[src/rtl/core/sca_pkg.sv]
// Shared types, constants and the set-1 scan code decode table.
package sca_pkg;

  localparam int unsigned CODE_W = 8;
  localparam int unsigned CHAR_W = 7;
  localparam int unsigned OUT_DATA_W = 8;

  // Item kinds carried on the input tuser bit.
  localparam logic OP_SCAN = 1'b0;
  localparam logic OP_READ = 1'b1;

  localparam logic [CHAR_W-1:0] CHAR_NONE = '0;

  typedef struct packed {
    logic push;
    logic pop;
  } sca_fifo_req_t;

  typedef struct packed {
    logic empty;
    logic full;
  } sca_fifo_stat_t;

  // US QWERTY set-1 make codes; releases (bit 7) and unknown codes give CHAR_NONE.
  function automatic logic [CHAR_W-1:0] sca_decode_char(input logic [CODE_W-1:0] code);
    logic [CHAR_W-1:0] ch;
    ch = CHAR_NONE;
    if (!code[CODE_W-1]) begin
      case (code[CODE_W-2:0])
        7'h02: ch = 7'h31; 7'h03: ch = 7'h32; 7'h04: ch = 7'h33; 7'h05: ch = 7'h34;
        7'h06: ch = 7'h35; 7'h07: ch = 7'h36; 7'h08: ch = 7'h37; 7'h09: ch = 7'h38;
        7'h0A: ch = 7'h39; 7'h0B: ch = 7'h30; 7'h0C: ch = 7'h2D; 7'h0D: ch = 7'h3D;
        7'h0E: ch = 7'h08;
        7'h10: ch = 7'h71; 7'h11: ch = 7'h77; 7'h12: ch = 7'h65; 7'h13: ch = 7'h72;
        7'h14: ch = 7'h74; 7'h15: ch = 7'h79; 7'h16: ch = 7'h75; 7'h17: ch = 7'h69;
        7'h18: ch = 7'h6F; 7'h19: ch = 7'h70; 7'h1A: ch = 7'h5B; 7'h1B: ch = 7'h5D;
        7'h1C: ch = 7'h0A;
        7'h1E: ch = 7'h61; 7'h1F: ch = 7'h73; 7'h20: ch = 7'h64; 7'h21: ch = 7'h66;
        7'h22: ch = 7'h67; 7'h23: ch = 7'h68; 7'h24: ch = 7'h6A; 7'h25: ch = 7'h6B;
        7'h26: ch = 7'h6C; 7'h27: ch = 7'h3B; 7'h28: ch = 7'h27; 7'h29: ch = 7'h60;
        7'h2B: ch = 7'h5C; 7'h2C: ch = 7'h7A; 7'h2D: ch = 7'h78; 7'h2E: ch = 7'h63;
        7'h2F: ch = 7'h76; 7'h30: ch = 7'h62; 7'h31: ch = 7'h6E; 7'h32: ch = 7'h6D;
        7'h33: ch = 7'h2C; 7'h34: ch = 7'h2E; 7'h35: ch = 7'h2F;
        7'h37: ch = 7'h2A; 7'h39: ch = 7'h20;
        7'h47: ch = 7'h37; 7'h48: ch = 7'h38; 7'h49: ch = 7'h39; 7'h4A: ch = 7'h2D;
        7'h4B: ch = 7'h34; 7'h4C: ch = 7'h35; 7'h4D: ch = 7'h36; 7'h4E: ch = 7'h2B;
        7'h4F: ch = 7'h31; 7'h50: ch = 7'h32; 7'h51: ch = 7'h33; 7'h52: ch = 7'h30;
        7'h53: ch = 7'h2E;
        default: ch = CHAR_NONE;
      endcase
    end
    return ch;
  endfunction

endpackage

[src/rtl/core/sca_decode.sv]
// Input register stage: decodes a scan code and holds the item until taken.
module sca_decode
  import sca_pkg::*;
(
  input  logic              clk_i,
  input  logic              rst_ni,
  input  logic              valid_i,
  input  logic              op_i,
  input  logic [CODE_W-1:0] code_i,
  output logic              ready_o,
  input  logic              take_i,
  output logic              valid_o,
  output logic              op_o,
  output logic [CHAR_W-1:0] char_o
);

  logic              valid_q, valid_d;
  logic              op_q;
  logic [CHAR_W-1:0] char_q;

  assign ready_o = !valid_q || take_i;
  assign valid_d = (ready_o && valid_i) ? 1'b1 : (take_i ? 1'b0 : valid_q);

  always_ff @(posedge clk_i or negedge rst_ni) begin
    if (!rst_ni) begin
      valid_q <= 1'b0;
    end else begin
      valid_q <= valid_d;
    end
  end

  always_ff @(posedge clk_i) begin
    if (ready_o && valid_i) begin
      op_q   <= op_i;
      char_q <= sca_decode_char(code_i);
    end
  end

  assign valid_o = valid_q;
  assign op_o    = op_q;
  assign char_o  = char_q;

endmodule

[src/rtl/core/sca_fifo.sv]
// Circular character buffer with registered read data.
module sca_fifo
  import sca_pkg::*;
#(
  parameter int unsigned DEPTH = 256
) (
  input  logic              clk_i,
  input  logic              rst_ni,
  input  sca_fifo_req_t     req_i,
  input  logic [CHAR_W-1:0] wr_char_i,
  output sca_fifo_stat_t    stat_o,
  output logic [CHAR_W-1:0] rd_char_o
);

  localparam int unsigned AW = (DEPTH > 1) ? $clog2(DEPTH) : 1;
  localparam logic [AW-1:0] LAST = AW'(DEPTH - 1);

  logic [CHAR_W-1:0] store_q [DEPTH];
  logic [CHAR_W-1:0] rd_char_q;
  logic [AW-1:0]     wr_idx_q, wr_idx_d, wr_next;
  logic [AW-1:0]     rd_idx_q, rd_idx_d, rd_next;

  assign wr_next = (wr_idx_q == LAST) ? '0 : wr_idx_q + 1'b1;
  assign rd_next = (rd_idx_q == LAST) ? '0 : rd_idx_q + 1'b1;

  assign stat_o.empty = (wr_idx_q == rd_idx_q);
  assign stat_o.full  = (wr_next == rd_idx_q);

  // Caller only pushes when not full and pops when not empty.
  assign wr_idx_d = req_i.push ? wr_next : wr_idx_q;
  assign rd_idx_d = req_i.pop  ? rd_next : rd_idx_q;

  always_ff @(posedge clk_i or negedge rst_ni) begin
    if (!rst_ni) begin
      wr_idx_q <= '0;
      rd_idx_q <= '0;
    end else begin
      wr_idx_q <= wr_idx_d;
      rd_idx_q <= rd_idx_d;
    end
  end

  always_ff @(posedge clk_i) begin
    if (req_i.push) begin
      store_q[wr_idx_q] <= wr_char_i;
    end
  end

  // Read data holds between pops, so it doubles as the result payload.
  always_ff @(posedge clk_i) begin
    if (req_i.pop) begin
      rd_char_q <= store_q[rd_idx_q];
    end
  end

  assign rd_char_o = rd_char_q;

endmodule

[src/rtl/core/scan_code_to_ascii_fifo.sv]
// A read passes the input register, then the result register and buffer read register together.
// Throughput: one transaction per cycle on the slave side while the master side drains.
// Scan code transactions give no result; a decoded character is buffered (DEPTH-1 max).
// Reset clears the input stage, result stage and both buffer pointers at once.
// Buffer contents are not cleared; an entry is only read after it is written.
module scan_code_to_ascii_fifo
  import sca_pkg::*;
#(
  parameter int unsigned DEPTH = 256
) (
  input  logic                  clk_i,
  input  logic                  rst_ni,
  input  logic                  s_axis_tvalid,
  output logic                  s_axis_tready,
  input  logic [CODE_W-1:0]     s_axis_tdata,  // [7:0] key_code
  input  logic                  s_axis_tuser,  // [0] op (0 scan code, 1 read)
  output logic                  m_axis_tvalid,
  input  logic                  m_axis_tready,
  output logic [OUT_DATA_W-1:0] m_axis_tdata,  // [6:0] char_code, [7] zero pad
  output logic                  m_axis_tuser   // [0] empty_res
);

  logic              a_valid;
  logic              a_op;
  logic [CHAR_W-1:0] a_char;
  logic              a_take;
  logic              res_ready;

  sca_fifo_req_t     fifo_req;
  sca_fifo_stat_t    fifo_stat;
  logic [CHAR_W-1:0] rd_char;

  logic              res_valid_q, res_valid_d;
  logic              res_empty_q;

  // Input register stage with table decode in front of it.
  sca_decode u_decode (
    .clk_i   (clk_i),
    .rst_ni  (rst_ni),
    .valid_i (s_axis_tvalid),
    .op_i    (s_axis_tuser),
    .code_i  (s_axis_tdata),
    .ready_o (s_axis_tready),
    .take_i  (a_take),
    .valid_o (a_valid),
    .op_o    (a_op),
    .char_o  (a_char)
  );

  // Result register is free when empty or being drained this cycle.
  assign res_ready = !res_valid_q || m_axis_tready;

  // Scan codes always retire; reads wait for room in the result register.
  assign a_take = a_valid && ((a_op == OP_SCAN) || res_ready);

  // Drop unknown codes, releases, and characters that arrive while the buffer is full.
  assign fifo_req.push = a_take && (a_op == OP_SCAN) && (a_char != CHAR_NONE)
                         && !fifo_stat.full;
  assign fifo_req.pop  = a_take && (a_op == OP_READ) && !fifo_stat.empty;

  sca_fifo #(
    .DEPTH (DEPTH)
  ) u_fifo (
    .clk_i     (clk_i),
    .rst_ni    (rst_ni),
    .req_i     (fifo_req),
    .wr_char_i (a_char),
    .stat_o    (fifo_stat),
    .rd_char_o (rd_char)
  );

  always_comb begin
    res_valid_d = res_valid_q;
    if (m_axis_tready) begin
      res_valid_d = 1'b0;
    end
    if (a_take && (a_op == OP_READ)) begin
      res_valid_d = 1'b1;
    end
  end

  always_ff @(posedge clk_i or negedge rst_ni) begin
    if (!rst_ni) begin
      res_valid_q <= 1'b0;
    end else begin
      res_valid_q <= res_valid_d;
    end
  end

  always_ff @(posedge clk_i) begin
    if (a_take && (a_op == OP_READ)) begin
      res_empty_q <= fifo_stat.empty;
    end
  end

  // Character comes from the buffer read register; an empty read shows zero.
  assign m_axis_tvalid = res_valid_q;
  assign m_axis_tuser  = res_empty_q;
  assign m_axis_tdata  = {{(OUT_DATA_W - CHAR_W){1'b0}},
                          (res_empty_q ? CHAR_NONE : rd_char)};

endmodule

[config.mk]
export PLATFORM = sky130hd
export DESIGN_NAME = scan_code_to_ascii_fifo
export DESIGN_NICKNAME = d
export VERILOG_FILES = /design/src/rtl/core/sca_pkg.sv /design/src/rtl/core/sca_decode.sv /design/src/rtl/core/sca_fifo.sv /design/src/rtl/core/scan_code_to_ascii_fifo.sv
export SDC_FILE = /design/constraint.sdc
export NUM_CORES = 2
export LEC_CHECK = 0
export ABC_AREA = 1
export BUFFER_PORTS_ARGS = -buffer_cell sky130_fd_sc_hd__buf_4
export CORE_ASPECT_RATIO = 1.5
export CORE_MARGIN = 8
export CORE_UTILIZATION = 25
export CTS_CLUSTER_DIAMETER = 50
export DETAILED_ROUTE_END_ITERATION = 16
export SKIP_LAST_GASP = 1
export SYNTH_ARGS = -nofsm -noshare
export SYNTH_HDL_FRONTEND = slang
export SYNTH_SLANG_ARGS = --single-unit
[constraint.sdc]
create_clock -name clk_i -period 6.6 [get_ports clk_i]
set_input_delay 0.66 -clock clk_i [delete_from_list [all_inputs] [get_ports clk_i]]
set_output_delay 0.66 -clock clk_i [all_outputs]
set_load 0.02 [all_outputs]
==> impl_metrics.yaml <==
run_status:
  run_status: "completed"
setup_path:
  crit_path_start: "u_fifo.rd_idx_q[0]"
  critical_path.endpoint_type: "flop"
  worstPathCellList: "buf_12, buf_4, nor2_1, nor2_1, o21ai_0, o211ai_1, nand3_1, nand2_1, nand3_1, nand2_1, nand2_1, nand2_1, inv_1, nand2_1"
  required_ns: 7.32
  critical_path_class: "flop to flop"
  reg2reg_from: "u_fifo.rd_idx_q[0]"
  worstPathMaxFanout: 192
  critPathLaunchType: "flop"
  slowest_stage: "dfrtp_4"
  worst_path_largest_cell_delay_ns: 0.94
  path_common_cell: "nand2_1"
  arrival_ns: 5.01
drt:
  routed_via_density: 4.53
  route.final.wire_length_mm: 220
  firstDrtPassIters: 6
  wl_per_cell_um: 19.2
  route.vias.total: 51800
  dr.first_iter.drc_count: 4923
  route.detailed.drc: 0
  ant_nets: 0
logic_synthesis:
  ys_async_sr_fraction_pct: 0.986
  netlist_instances: 7272
  count_of_flip_flops_with_a_built_in_enable_after_synthesis: 1808
  syn_nets: 7298
  syn_area_um2: 78400
  synth.lib_cells_used.distinct: 47
  post_synth.cell_area_avg_um2: 10.8
  yosysSeqAreaShare_pct: 69.9
  post_synthesis_sequential_element_count: 1826
  synth_top_area_share_pct: 69.3
  ys_warn_count: 0
  ys.flop_type: "edfxtp_1"
  netlist_top_cells_area: "edfxtp_1 (69%), nand2_1 (9.1%), nor2_1 (4.9%)"
  synth_largest_area_cell: "edfxtp_1"
placement:
  globalplace.congestion: 0.864
  io_buffer_count: 22
  dp_slack_ns: 2.38
  hpwl_mm: 126
  place.detailed.instances: 11100
cts:
  cts.sink_count: 1826
  cts.htree.levels: 4
  clk-insertion-delay-late_ns: 0.86
  clk_transition_reported_paths_ns: 0.07
  root_buffer: "clkbuf_16"
  tritoncts: "built"
  max-clock-path-buffers: 4
  tritoncts.num_buffers: 184
timing:
  layout_min_cycle_time_ns: 4.29
  max_clock_freq_mhz: 233
  tightestPinTransition_ns: 1.19
  hold_slack_ns: 0.0696
  final_min_period_over_clock_period_pct: 65.0
  max-slew-margin-rel_pct: 19.9
  setup_viol: 0
  fin_tns_setup_ns: 0
  worst_slack_ns: 2.31
  final_hold_viol_count: 0
  rsz0062_at_grt: "no"
  final_max_slew_viol_count: 0
  clock-skew-final_ns: 0.0742
global_routing:
  grt_remaining_overflow: 0
  vias_in_the_first_global_route: 51300
  maximum_number_of_pins_on_one_net_before_global_route_repair: 248
  first_pass_grt_wire_length_mm: 325
  grt.total_usage_pct: 12.6
  grt_antenna_before_repair: 3
cells_and_area:
  nets: 7145
  layoutNonFillerInstCount: 11400
  core_occupancy_in_the_finished_layout_pct: 28.2
  n_fill_cell: 32000
  mostFrequentLayoutCell: "nand2_1"
  drive_gt1_share_pct: 7.15
  layout.cells.most_common_list: "nand2_1 (1906), edfxtp_1 (1808), nor2_1 (1026)"
  register_area_um2: 54800
  synthToLayoutAreaGrowth_pct: 12.6
  combined_area_of_the_multi_input_logic_cells_um2: 19500
floorplanning:
  dieHeight_um: 702
  fp-row-count: 252
  die_x_um: 473
  floorplan.io_pins: 24
  die_area_um2: 332000
  design.core.area_um2: 313000
  effective_utilization_at_floorplan_pct: 25.0
min_path:
  holdCritStartpoint: "s_axis_tvalid"
  hold_path_class: "input pin to flop"
power:
  irDropWorstVdd_v: 0.000410
  leakagePower_nw: 31.8
  power_per_cell_area_nw_per_um2: 385
run:
  timing.max_cap.violations: 0
==> per-layer routing <==
layer | global-route usage [%] | share of wire, % | wire length [um] | up-vias
li1 | - | - | - | 24100
met1 | 14.7 | 38 | 83600 | 25400
met2 | 23.0 | 51 | 112000 | 1931
met3 | 1.41 | 5.7 | 12500 | 450
met4 | 6.16 | 5.3 | 11700 | 2
met5 | 0 | 0.0055 | 12 | -
==> where the power goes <==
group	switching, mW	total, mW	internal, mW
clock	4.41	10.1	5.72
sequential	0.329	13.3	12.9
combinational	7.91	10.6	2.67
==> layout make-up <==
type	count	area share, %
Tap cell	4191	5.95
Timing Repair Buffer	86	0.959
Inverter	555	2.40
Sequential cell	1826	62.1
Antenna cell	2	0.00567
Multi-Input combinational cell	4466	22.1
Clock inverter	103	1.05
Clock buffer	219	5.45
==> cell usage after synthesis (all sizes together), types with 2 or more instances <==
cell type  number
a21oi          86
a31oi           3
and3            2
buf           256
clkbuf        169
clkinv          9
dfrtp          18
edfxtp       1808
ha             13
inv           546
nand2        1912
nand3         702
nand4           7
nor2         1135
nor3            7
o211ai         42
o21ai         492
o22ai          15
o311ai          4
or2            20
xnor2           5
xor2           14
==> state kept, by name (all words and copies together) (netlist names) <==
signal / flops
u_decode.valid_o: 1
u_fifo.store_q: 1792
u_fifo.rd_char_o: 7
m_axis_tuser: 1
u_decode.char_o: 7
u_decode.op_o: 1
u_fifo.rd_idx_q: 8
u_fifo.wr_idx_q: 8
m_axis_tvalid: 1
==> worst max-delay path, delay by kind of cell (launching register included) <==
family                 cells  cell delay, ns
buffers and inverters      3            1.35
AND/OR/NAND/NOR            9            1.23
flip-flops                 1            0.94
AO/OA/AOI/OAI              2            0.37
==> metrics by stage <==
stage	power (mW)	area (um2)
after floorplan	20.2	78400
after global placement	24.0	82400
after detailed placement	24.0	82400
after CTS	34.1	88200
after global routing	35.4	88200
final	34.0	88200
==> path summary, 6_finish.rpt <==
path	end	slack [ns]	cells after the start
worst max register to register	u_fifo.rd_char_o[5]	2.31	14
worst min register to register	m_axis_tvalid	0.54	2
worst min-delay path	u_decode.valid_o	0.07	3
min in group asynchronous	u_fifo.rd_idx_q[5]	0.27	2
worst max-delay path	u_fifo.rd_char_o[5]	2.31	14
max in group asynchronous	u_fifo.rd_idx_q[2]	6.00	2
==> timing repair <==
item | CTS | global route
hold endpoints to repair | 19 | 0
buffers inserted | 0 | 0
resized for setup | 0 | 0
hold buffers | 2 | 0
==> kinds of logic (layout without fill, tap and decap cells) <==
logic type,after synthesis,after routing,synth area share [%]
compound gates,646,646,4.34
xor+xnor,19,19,0.222
fa+ha+maj,13,13,0.208
buf+inv,980,963,5.29
flops,1826,1826,69.9
other cells,1,3,0.00479
simple gates,3787,3787,20.1
Power figures use the tool's default switching activity.
